==> src/rtl/core/vpd_record_keyword_parser_assert.svh <==
// ----------------------------------------------------------------------------
// vpd record keyword parser assertion macros
// concurrent assertion wrappers, compiled out when NO_ASSERTIONS is defined
// ----------------------------------------------------------------------------
`ifndef VPD_RECORD_KEYWORD_PARSER_ASSERT_SVH
`define VPD_RECORD_KEYWORD_PARSER_ASSERT_SVH
`ifndef NO_ASSERTIONS
`define VPD_ASSERT(label, clk, rstn, prop) \
    label: assert property (@(posedge clk) disable iff (!rstn) prop) \
        else $error("vpd parser assertion failed");
`define VPD_ASSERT_RST(label, clk, prop) \
    label: assert property (@(posedge clk) prop) \
        else $error("vpd parser reset assertion failed");
`else
`define VPD_ASSERT(label, clk, rstn, prop)
`define VPD_ASSERT_RST(label, clk, prop)
`endif
`endif

==> src/rtl/core/vpd_kwp_pkg.sv <==
// ----------------------------------------------------------------------------
// vpd_kwp_pkg
// types and constants of the vpd record keyword parser
// ----------------------------------------------------------------------------
`default_nettype none

package vpd_kwp_pkg;

    localparam int unsigned CFG_IDX_W = 2;
    localparam int unsigned CFG_DATA_W = 32;

    localparam logic [CFG_IDX_W-1:0] CFG_LIST_ALL_MODE = 2'd0;
    localparam logic [CFG_IDX_W-1:0] CFG_TARGET_KEYWORD = 2'd1;
    localparam logic [CFG_IDX_W-1:0] CFG_EXPECTED_NAME = 2'd2;

    localparam logic [1:0] EV_VALUE = 2'd0;
    localparam logic [1:0] EV_EMPTY = 2'd1;
    localparam logic [1:0] EV_END = 2'd2;
    localparam logic [1:0] EV_MISMATCH = 2'd3;

    localparam logic [15:0] KW_END = 16'h5046;
    localparam logic [7:0] POUND_CHAR = 8'h23;

    localparam logic [3:0] HEADER_LAST = 4'd2;
    localparam logic [3:0] NAME_FIRST = 4'd6;
    localparam logic [3:0] NAME_LAST = 4'd9;

    typedef enum logic [7:0] {
        PH_IDLE    = 8'b0000_0001,
        PH_PREFIX  = 8'b0000_0010,
        PH_NAME_HI = 8'b0000_0100,
        PH_NAME_LO = 8'b0000_1000,
        PH_LEN_LO  = 8'b0001_0000,
        PH_LEN_HI  = 8'b0010_0000,
        PH_DATA    = 8'b0100_0000,
        PH_DONE    = 8'b1000_0000
    } phase_t;

endpackage

`default_nettype wire

==> src/rtl/core/vpd_record_keyword_parser.sv <==
// ----------------------------------------------------------------------------
// vpd_record_keyword_parser
// byte-serial keyword parser for one vital-product-data record
// ----------------------------------------------------------------------------
// a result is registered and shown on the master side in the cycle after its input transaction
// throughput: 1 byte per cycle while the sink keeps up, set by the single parser state update
// the result register frees a slot whenever the sink takes it
// reset: synchronous active-low aresetn, parser idle until a record start,
// config, index, name and length registers cleared to zero, phase set to PH_IDLE, no result pending
`default_nettype none

module vpd_record_keyword_parser (
    input  wire logic                                aclk,
    input  wire logic                                aresetn,
    input  wire logic                                cfg_we,
    input  wire logic [vpd_kwp_pkg::CFG_IDX_W-1:0]   cfg_index,
    input  wire logic [vpd_kwp_pkg::CFG_DATA_W-1:0]  cfg_wdata,
    input  wire logic                                s_tvalid,
    output logic                                     s_tready,
    input  wire logic [7:0]                          s_tdata,  // data_byte
    input  wire logic                                s_tuser,  // record_start
    output logic                                     m_tvalid,
    input  wire logic                                m_tready,
    output logic [23:0]                              m_tdata,  // keyword_name, value_byte
    output logic [1:0]                               m_tuser,  // event_kind
    output logic                                     m_tlast   // value_last
);

    logic        list_reg;
    logic [15:0] target_reg;
    logic [31:0] exp_name_reg;

    vpd_kwp_pkg::phase_t phase_reg, phase_next;
    logic [3:0]  idx_reg, idx_next;
    logic [15:0] name_reg, name_next;
    logic [15:0] len_reg, len_next;
    logic        mism_reg, mism_next;

    logic        m_valid_reg;
    logic [1:0]  m_kind_reg;
    logic [15:0] m_name_reg;
    logic [7:0]  m_byte_reg;
    logic        m_last_reg;

    logic        s_fire;
    logic        emit;
    logic [1:0]  ev_kind;
    logic [15:0] ev_name;
    logic [7:0]  ev_byte;
    logic        ev_last;

    assign s_tready = !m_valid_reg || m_tready;
    assign s_fire = s_tvalid && s_tready;

    always_ff @(posedge aclk) begin
        if (!aresetn) begin
            list_reg <= 1'b0;
            target_reg <= '0;
            exp_name_reg <= '0;
        end else if (cfg_we) begin
            unique case (cfg_index)
                vpd_kwp_pkg::CFG_LIST_ALL_MODE: list_reg <= cfg_wdata[0];
                vpd_kwp_pkg::CFG_TARGET_KEYWORD: target_reg <= cfg_wdata[15:0];
                vpd_kwp_pkg::CFG_EXPECTED_NAME: exp_name_reg <= cfg_wdata;
                default: ;
            endcase
        end
    end

    always_comb begin
        logic [1:0]  sh;
        logic [7:0]  want;
        logic [15:0] len_new;
        logic        sel;
        logic        match_done;
        logic        last;

        sh = 2'(vpd_kwp_pkg::NAME_LAST - idx_reg);
        want = exp_name_reg[{sh, 3'b000} +: 8];
        sel = list_reg || (name_reg == target_reg);
        match_done = !list_reg && (name_reg == target_reg);
        len_new = '0;
        last = (len_reg == 16'd1);

        phase_next = phase_reg;
        idx_next = idx_reg;
        name_next = name_reg;
        len_next = len_reg;
        mism_next = mism_reg;
        emit = 1'b0;
        ev_kind = vpd_kwp_pkg::EV_VALUE;
        ev_name = '0;
        ev_byte = '0;
        ev_last = 1'b0;

        if (s_fire) begin
            if (s_tuser) begin
                phase_next = vpd_kwp_pkg::PH_PREFIX;
                idx_next = 4'd1;
                name_next = '0;
                len_next = '0;
                mism_next = 1'b0;
            end else begin
                unique case (phase_reg)
                    vpd_kwp_pkg::PH_PREFIX: begin
                        if (idx_reg >= vpd_kwp_pkg::NAME_FIRST &&
                            idx_reg <= vpd_kwp_pkg::NAME_LAST && want != s_tdata) begin
                            mism_next = 1'b1;
                        end
                        if (idx_reg == vpd_kwp_pkg::HEADER_LAST && list_reg) begin
                            phase_next = vpd_kwp_pkg::PH_NAME_HI;
                        end else if (idx_reg >= vpd_kwp_pkg::NAME_LAST) begin
                            if (mism_next) begin
                                phase_next = vpd_kwp_pkg::PH_DONE;
                                emit = 1'b1;
                                ev_kind = vpd_kwp_pkg::EV_MISMATCH;
                            end else begin
                                phase_next = vpd_kwp_pkg::PH_NAME_HI;
                            end
                        end else begin
                            idx_next = idx_reg + 4'd1;
                        end
                    end
                    vpd_kwp_pkg::PH_NAME_HI: begin
                        name_next = {s_tdata, 8'h00};
                        phase_next = vpd_kwp_pkg::PH_NAME_LO;
                    end
                    vpd_kwp_pkg::PH_NAME_LO: begin
                        name_next = {name_reg[15:8], s_tdata};
                        if (name_next == vpd_kwp_pkg::KW_END) begin
                            phase_next = vpd_kwp_pkg::PH_DONE;
                            emit = 1'b1;
                            ev_kind = vpd_kwp_pkg::EV_END;
                            ev_name = vpd_kwp_pkg::KW_END;
                        end else begin
                            phase_next = vpd_kwp_pkg::PH_LEN_LO;
                        end
                    end
                    vpd_kwp_pkg::PH_LEN_LO, vpd_kwp_pkg::PH_LEN_HI: begin
                        if (phase_reg == vpd_kwp_pkg::PH_LEN_LO) begin
                            len_new = {8'h00, s_tdata};
                        end else begin
                            len_new = {s_tdata, len_reg[7:0]};
                        end
                        len_next = len_new;
                        if (phase_reg == vpd_kwp_pkg::PH_LEN_LO &&
                            name_reg[15:8] == vpd_kwp_pkg::POUND_CHAR) begin
                            phase_next = vpd_kwp_pkg::PH_LEN_HI;
                        end else if (len_new == '0) begin
                            emit = sel;
                            ev_kind = vpd_kwp_pkg::EV_EMPTY;
                            ev_name = name_reg;
                            phase_next = match_done ? vpd_kwp_pkg::PH_DONE
                                                    : vpd_kwp_pkg::PH_NAME_HI;
                        end else begin
                            phase_next = vpd_kwp_pkg::PH_DATA;
                        end
                    end
                    vpd_kwp_pkg::PH_DATA: begin
                        len_next = len_reg - 16'd1;
                        if (last) begin
                            phase_next = match_done ? vpd_kwp_pkg::PH_DONE
                                                    : vpd_kwp_pkg::PH_NAME_HI;
                        end
                        emit = sel;
                        ev_kind = vpd_kwp_pkg::EV_VALUE;
                        ev_name = name_reg;
                        ev_byte = s_tdata;
                        ev_last = last;
                    end
                    vpd_kwp_pkg::PH_IDLE, vpd_kwp_pkg::PH_DONE: ;
                    default: ;
                endcase
            end
        end
    end

    always_ff @(posedge aclk) begin
        if (!aresetn) begin
            phase_reg <= vpd_kwp_pkg::PH_IDLE;
            idx_reg <= '0;
            name_reg <= '0;
            len_reg <= '0;
            mism_reg <= 1'b0;
            m_valid_reg <= 1'b0;
        end else begin
            phase_reg <= phase_next;
            idx_reg <= idx_next;
            name_reg <= name_next;
            len_reg <= len_next;
            mism_reg <= mism_next;
            if (s_fire) begin
                m_valid_reg <= emit;
            end else if (m_tready) begin
                m_valid_reg <= 1'b0;
            end
        end
    end

    always_ff @(posedge aclk) begin
        if (s_fire && emit) begin
            m_kind_reg <= ev_kind;
            m_name_reg <= ev_name;
            m_byte_reg <= ev_byte;
            m_last_reg <= ev_last;
        end
    end

    assign m_tvalid = m_valid_reg;
    assign m_tuser = m_kind_reg;
    assign m_tdata = {m_byte_reg, m_name_reg};
    assign m_tlast = m_last_reg;

`include "vpd_record_keyword_parser_assert.svh"

    `VPD_ASSERT(a_start_restarts, aclk, aresetn, s_tvalid && s_tready && s_tuser |=> phase_reg == vpd_kwp_pkg::PH_PREFIX && idx_reg == 4'd1)
    `VPD_ASSERT(a_status_clean, aclk, aresetn, m_tvalid && m_tuser != vpd_kwp_pkg::EV_VALUE |-> m_tdata[23:16] == 8'h00 && !m_tlast)
    `VPD_ASSERT_RST(a_reset_empty, aclk, !aresetn |=> !m_tvalid)

endmodule

`default_nettype wire
==> config.mk <==
export PLATFORM = sky130hd
export DESIGN_NAME = vpd_record_keyword_parser
export DESIGN_NICKNAME = d
export VERILOG_FILES = /design/src/rtl/core/vpd_kwp_pkg.sv /design/src/rtl/core/vpd_record_keyword_parser.sv
export VERILOG_INCLUDE_DIRS = /design/src /design/src/rtl/core
export SDC_FILE = /design/constraint.sdc
export NUM_CORES = 1
export LEC_CHECK = 0
export BUFFER_PORTS_ARGS = -buffer_cell sky130_fd_sc_hd__buf_2
export CORE_MARGIN = 2
export CORE_UTILIZATION = 31
export DETAILED_ROUTE_END_ITERATION = 8
export PLACE_DENSITY_LB_ADDON = 0.08
export SLEW_MARGIN = 5
export SYNTH_ARGS = -nofsm -noshare
export SYNTH_HDL_FRONTEND = slang
export SYNTH_SLANG_ARGS = --single-unit
==> constraint.sdc <==
create_clock -name aclk -period 3 [get_ports aclk]
set_clock_uncertainty 0.1 [all_clocks]
set_input_delay 0 -clock aclk [delete_from_list [all_inputs] [get_ports aclk]]
set_output_delay 0 -clock aclk [all_outputs]
set_load 0.02 [all_outputs]
== Word-level counts from Yosys, hierarchy flattened ==
Index checks and enable logic that the tools add are counted.
Storage, ports and cells
  bits in registers: 122
  bits of input ports: 48
  word-level logic and storage cells: 123
Operators by class
  add/sub/neg operators: 3
  $lt $le $gt $ge: 3
  equal/unequal tests: 19
  shift operators: 1
  mux-type cells: 50
  bitwise gates (word level): 2
  reduce and logical (&&, ||, !) cells: 31
Operators with widths (number)
  16-bit 2-to-1 mux: 8
  8-bit 2-to-1 mux: 9
  16-bit case mux with 2 select lines: 2
  16-bit case mux with 3 select lines: 1
  8-bit case mux with 5 select lines: 1
  32-bit by 6-bit indexed part select with 8-bit output: 1
  1-bit 2-to-1 mux: 18
  16-bit by 1-bit == test with 1-bit output, second input constant: 1
  16-bit by 15-bit == test with 1-bit output, second input constant: 1
  16-bit == test: 1
  8-bit by 6-bit == test with 1-bit output, second input constant: 2
  16-bit logical NOT: 1
  4-bit 2-to-1 mux: 4
  16-bit by 1-bit subtractor with 16-bit output, second input constant: 1
  15-bit 2-to-1 mux: 1
  2-bit AND reduction: 6
  8-bit by 2-bit == test with 1-bit output, second input constant: 1
  8-bit by 3-bit == test with 1-bit output, second input constant: 1
  8-bit by 4-bit == test with 1-bit output, second input constant: 1
  8-bit by 5-bit == test with 1-bit output, second input constant: 1
  8-bit by 7-bit == test with 1-bit output, second input constant: 1
  2-bit 2-to-1 mux: 4
  8-bit != test: 1
  4-bit AND reduction: 2
  other kinds (24): 39

== Logic depth before layout (Yosys ltp) ==
  depth after elaboration: 15
  gate-level depth with buffers: 10
  gate-level depth less buffers: 8

== Least setup slack after synthesis ==
Ideal clock, no wire load.
  path type: reg2reg
  start point: register idx_reg[1]
  end point: register m_byte_reg[0] (enable)
  setup time: 385 ps
  data arrival time: 2365 ps
  required time: 2515 ps
  setup slack: 149 ps
  cell stages (with the launch flop): 8
  cell sequence: dfxtp_1 > buf_4 > mux4_2 > xnor2_1 > nand4_1 > o21ai_1 > o21ai_1 > o22a_1
On the way
  longest elaborated chain between the ends: 15
  elaborated cells between the ends (all ways): 21
  classes of those cells: add/sub: 1; order compare: 3; eq/ne: 2; shift: 1; mux: 10; reduce/logical: 4
Ends and longest elaborated chain
  start: declaration: RTL line vpd_record_keyword_parser.sv:34  | logic [3:0] idx_reg, idx_next;
  start signal: assignment: RTL line vpd_record_keyword_parser.sv:188  | idx_reg <= idx_next;
  1-bit by 2-bit subtractor with 2-bit output: RTL line vpd_record_keyword_parser.sv:78  | sh = 2'(vpd_kwp_pkg::NAME_LAST - idx_reg);
  32-bit by 6-bit indexed part select with 8-bit output: RTL line vpd_record_keyword_parser.sv:79  | want = exp_name_reg[{sh, 3'b000} +: 8];
  8-bit != test: RTL line vpd_record_keyword_parser.sv:107  | idx_reg <= vpd_kwp_pkg::NAME_LAST && want != s_tdata) begin
  1-bit logical AND: RTL line vpd_record_keyword_parser.sv:107
  1-bit 2-to-1 mux: RTL line vpd_record_keyword_parser.sv:106  | if (idx_reg >= vpd_kwp_pkg::NAME_FIRST &&
  1-bit 2-to-1 mux: RTL line vpd_record_keyword_parser.sv:104  | unique case (phase_reg)
  1-bit 2-to-1 mux: RTL line vpd_record_keyword_parser.sv:97  | if (s_tuser) begin
  1-bit 2-to-1 mux: RTL line vpd_record_keyword_parser.sv:96  | if (s_fire) begin
  1-bit 2-to-1 mux: RTL line vpd_record_keyword_parser.sv:113  | if (mism_next) begin
  1-bit 2-to-1 mux: RTL line vpd_record_keyword_parser.sv:112  | end else if (idx_reg >= vpd_kwp_pkg::NAME_LAST) begin
  1-bit 2-to-1 mux *: RTL line vpd_record_keyword_parser.sv:110  | if (idx_reg == vpd_kwp_pkg::HEADER_LAST && list_reg) begin
  1-bit case mux with 4 select lines *: RTL line vpd_record_keyword_parser.sv:104
  1-bit 2-to-1 mux *: RTL line vpd_record_keyword_parser.sv:97
  1-bit 2-to-1 mux *: RTL line vpd_record_keyword_parser.sv:96
  1-bit logical AND *: RTL line vpd_record_keyword_parser.sv:201  | if (s_fire && emit) begin
  end signal: assignment: RTL line vpd_record_keyword_parser.sv:204  | m_byte_reg <= ev_byte;
  end: declaration: RTL line vpd_record_keyword_parser.sv:42  | logic [7:0] m_byte_reg;
Every way passes the cells marked *; elsewhere a longest branch is shown, timed or not. The select of a mux whose other input is x is not followed.
A chain may end at the register's enable or synchronous reset.

== Worst setup path after layout ==
  start point: register idx_reg[1]
  end point: register m_name_reg[15] (enable)
On the way
  longest elaborated chain between the ends: 15
  elaborated cells between the ends (all ways): 21
  classes of those cells: add/sub: 1; order compare: 3; eq/ne: 2; shift: 1; mux: 10; reduce/logical: 4
Ends and longest elaborated chain
  1-bit by 2-bit subtractor with 2-bit output: RTL line vpd_record_keyword_parser.sv:78
  32-bit by 6-bit indexed part select with 8-bit output: RTL line vpd_record_keyword_parser.sv:79
  8-bit != test: RTL line vpd_record_keyword_parser.sv:107
  1-bit logical AND: RTL line vpd_record_keyword_parser.sv:107
  1-bit 2-to-1 mux: RTL line vpd_record_keyword_parser.sv:106
  1-bit 2-to-1 mux: RTL line vpd_record_keyword_parser.sv:104
  1-bit 2-to-1 mux: RTL line vpd_record_keyword_parser.sv:97
  1-bit 2-to-1 mux: RTL line vpd_record_keyword_parser.sv:96
  1-bit 2-to-1 mux: RTL line vpd_record_keyword_parser.sv:113
  1-bit 2-to-1 mux: RTL line vpd_record_keyword_parser.sv:112
  1-bit 2-to-1 mux *: RTL line vpd_record_keyword_parser.sv:110
  1-bit case mux with 4 select lines *: RTL line vpd_record_keyword_parser.sv:104
  1-bit 2-to-1 mux *: RTL line vpd_record_keyword_parser.sv:97
  1-bit 2-to-1 mux *: RTL line vpd_record_keyword_parser.sv:96
  1-bit logical AND *: RTL line vpd_record_keyword_parser.sv:201
  end signal: assignment: RTL line vpd_record_keyword_parser.sv:203  | m_name_reg <= ev_name;
  end: declaration: RTL line vpd_record_keyword_parser.sv:41  | logic [15:0] m_name_reg;
Marks and branches as above.

==> results.md <==
- Buffer depth of the longest clock path: 2
- Total wirelength of the detailed-routed design: 18,700 µm
- Via density: 5.04
- Synth area leader: dfxtp_1
- Tmin final: 2.77 ns
- Cts bufs inserted: 17
- FF-to-FF Start: idx_reg[1]$_SDFFE_PN0P_
- CORE AREA: 0.0188 mm²
- CTS tree: done
- Worst r2r path cells: 8
- Ports: 77
- Delay of the slowest critical-path stage: 0.52 ns
- Starting Density: 0.319
- Total number of vias: 5,370
- Clock-pin slew on the worst setup and hold paths: 0.06 ns
- Met3 WL post-DR: 785 µm
- Slew Limit Headroom: 0.238
- Maximum Capacitance Violations: 0
- Critical path's top delay family: compound AO/OA/AOI/OAI gates
- LEAKAGE: 2.95 nW
- Placer Congestion: 0.849
- Number of buffers added on ports: 76
- Maximum clock rate: 361 MHz
- Number of setup buffers added after CTS: 0
- Synth top area cells: dfxtp_1 (32%), edfxtp_1 (13%), nand2_1 (8.1%)
- Endpoint, Worst Hold: name_reg[12]$_SDFFE_PN0P_
- Overall power: 4.15 mW
- Syn Area/Cell: 8.90 µm²
- Switch share: 0.229
- Chip Height: 143 µm
- Top Metal Used: met5
- ANT cells: 0
- Synth Cell Area: 0.00601 mm²
- Synth top cells by count: nand2_1 (129), dfxtp_1 (95), a21oi_1 (80), nor2_1 (45), clkbuf_1 (32)
- First-pass GRT wire length: 29,700 µm
- Fillers: 1,916
- Final setup vio count: 0
- RSZ-0062 raised after global routing: no
- FFs w/ async S/R, synth: 0
- Sequential share of power: 0.415
- Total grt overflow: 0
- CTS sink cnt: 122
- M1 wire length: 8910 µm
- Avg WL per Cell: 17.5 µm
- Tcrit/Tclk final: 0.923
- Gr usage total: 0.192
- Run status: completed
- Nets@finish: 846
- CP Capture Type: flop
- Worst-path fanout max: 27
- Hold wc startpoint: s_tdata[4]
- Gate power share: 0.069
- Root buf cell: clkbuf_16
- FF-to-FF setup slack: 0.23 ns
- Clock power frac: 0.516
- Initial antenna violation count: 1
- Final Hold Fails: 0
- Most used flip-flop cell after synthesis: dfxtp_1
- Cell Rows: 50
- Seq/Total Area, Yosys: 0.452
- Vias in the first global route: 5,174
- Max-slew violations: 0
- Post-synth EDFFs: 27
- First DRT Iteration DRCs: 403
- Startpoint Class: flop
- CP Buf/Inv Count: 2
- Pint: 3.20 mW
- HP Class: input pin to flop
- Post-DP Area: 0.00671 mm²
- Synth top area share: 0.317
- Power Density: 536 mW/mm²
- Net Sw Power: 0.950 mW
- DR DRC count: 0
- Synth-to-layout area growth: 29.1%
- Die area: 0.0205 mm²
- Share of post-route cells with drive strength above 1: 0.190
- Total negative slack: 0 ns
- Clk_lat worst skew: 0.42 ns
- Drt first pass iters: 5
- Die W: 143 µm
- Post-DRT Antenna Nets: 0
- Fin area: 0.00775 mm²
- H-Tree Depth: 4
- Pin count of the biggest net entering global routing: 37
- FF-to-FF End: m_name_reg[15]$_SDFFCE_PP0P_
- CP arrival: 2.76 ns
- Slowest cell on crit path: mux4_2
- Post-Syn Instances: 675
- Synth Register Bits: 122
- Worst path required time: 2.99 ns
- Worst hold stages: 4
- Distinct cell type count after synthesis: 71
- Area of the multi-input gates: 0.00305 mm²
- Seq. cell area: 0.00271 mm²
- Cells along the critical path: buf_12 > mux4_2 > xnor2_1 > nand4_1 > o21ai_1 > o21ai_2 > o22a_1 > buf_4
- Most common cell in the synthesized netlist: nand2_1
- Detail Placement HPWL: 13,300 µm
- Max FFs per register: 32
- Setup CP Type: flop to flop
- Mapped Nets: 729
- Worst Tran Pin Value: 1.14 ns
- Met2 WL: 8470 µm
- Worst VDD drop: 0.399 mV
- Synth Warn #: 0
## metrics by stage
step                hold WS [ns]   util  setup slack, ns  std cells
global placement           0.140  0.356            0.229        990
global route              0.0266  0.412          0.00230       1065
finish                   0.00720  0.412            0.230       1065
floorplan                 0.0360      -            0.149        675
CTS                      0.00170  0.411            0.158       1065
detailed placement         0.149  0.356            0.173        990
## layout make-up
type / count / share of cell area
flip-flops and latches: 122 / 0.350
inverters: 15 / 0.00726
multi-input cells: 494 / 0.394
clock buffers: 19 / 0.0558
clock inverters: 13 / 0.0228
repair buffers: 142 / 0.128
well taps: 260 / 0.0420
## power by group through the flow
stage	sequential [mW]	combinational, mW	clock, mW
final	1.72	0.287	2.14
after CTS	1.72	0.285	2.18
after detailed placement	1.76	0.242	0
after global placement	1.76	0.241	0
after floorplan	1.75	0.144	0
after global routing	1.73	0.313	2.25
## layout by cell type, fill, tap and decap left out, types with 4 or more instances in the layout
master | Yosys | layout
a21oi_1 | 80 | 80
a22oi_1 | 19 | 19
and2_1 | 21 | 21
and3_1 | 5 | 5
buf_2 | 4 | 76
buf_4 | 2 | 22
bufinv_16 | 0 | 4
clkbuf_16 | 0 | 17
dfxtp_1 | 95 | 95
dlygate4sd3_1 | 0 | 43
edfxtp_1 | 27 | 27
ha_1 | 6 | 6
inv_1 | 14 | 14
mux4_2 | 8 | 8
nand2_1 | 129 | 129
nand3_1 | 14 | 14
nand3b_1 | 4 | 4
nand4_1 | 9 | 9
nand4b_1 | 5 | 5
nor2_1 | 45 | 45
nor3_1 | 10 | 10
nor4_1 | 8 | 8
o211ai_1 | 4 | 4
o21ai_0 | 8 | 8
o21ai_1 | 9 | 7
or3_1 | 5 | 5
or4_1 | 7 | 7
xnor2_1 | 10 | 10
xor2_1 | 22 | 22
## routing by layer
metal / track usage / vias to the layer above
met4: 0.0745 / 2
met2: 0.290 / 132
met5: 0 / -
met3: 0.0439 / 34
li1: - / 2648
met1: 0.265 / 2554
## tightest hold or removal path, cell delays in order
cell and delay [ns]:
buf_2 0.12, buf_4 0.21, a22oi_1 0.09, nor2_1 0.08
## worst max path at each step
stage / cells past startpoint / slack (ns) / from / to
6_report: 8 / 0.23 / idx_reg[1]$_SDFFE_PN0P_ / m_name_reg[15]$_SDFFCE_PP0P_
5_1_grt: 7 / 0.002 / len_reg[4]$_SDFFE_PN0P_ / m_tlast$_SDFFCE_PP0P_
4_1_cts: 8 / 0.16 / idx_reg[1]$_SDFFE_PN0P_ / m_byte_reg[0]$_SDFFCE_PP0P_
3_5_place_dp: 8 / 0.17 / idx_reg[1]$_SDFFE_PN0P_ / m_name_reg[5]$_SDFFCE_PP0P_
3_3_place_gp: 8 / 0.23 / idx_reg[1]$_SDFFE_PN0P_ / m_name_reg[5]$_SDFFCE_PP0P_
2_1_floorplan: 7 / 0.15 / idx_reg[1]$_SDFFE_PN0P_ / m_byte_reg[0]$_SDFFCE_PP0P_
## repair_timing
item / 4_1_cts / 5_1_grt
endpoints found under the setup margin: 0 / 28
hold buffers: 43 / 0
resized for setup: 0 / 2
hold endpoints to repair: 66 / 0
## logic make-up (layout without fill, tap and decap cells)
logic type / Yosys count / after routing / share of synthesized area
flip-flops: 122 / 122 / 0.452
adder cells (fa/ha/maj): 6 / 6 / 0.0125
multiplexers: 12 / 12 / 0.0371
AND/OR/NAND/NOR: 286 / 286 / 0.240
buffers and inverters: 59 / 189 / 0.0414
AO/OA/AOI/OAI: 158 / 158 / 0.170
XOR/XNOR: 32 / 32 / 0.0467
Power figures use the tool's default switching activity.
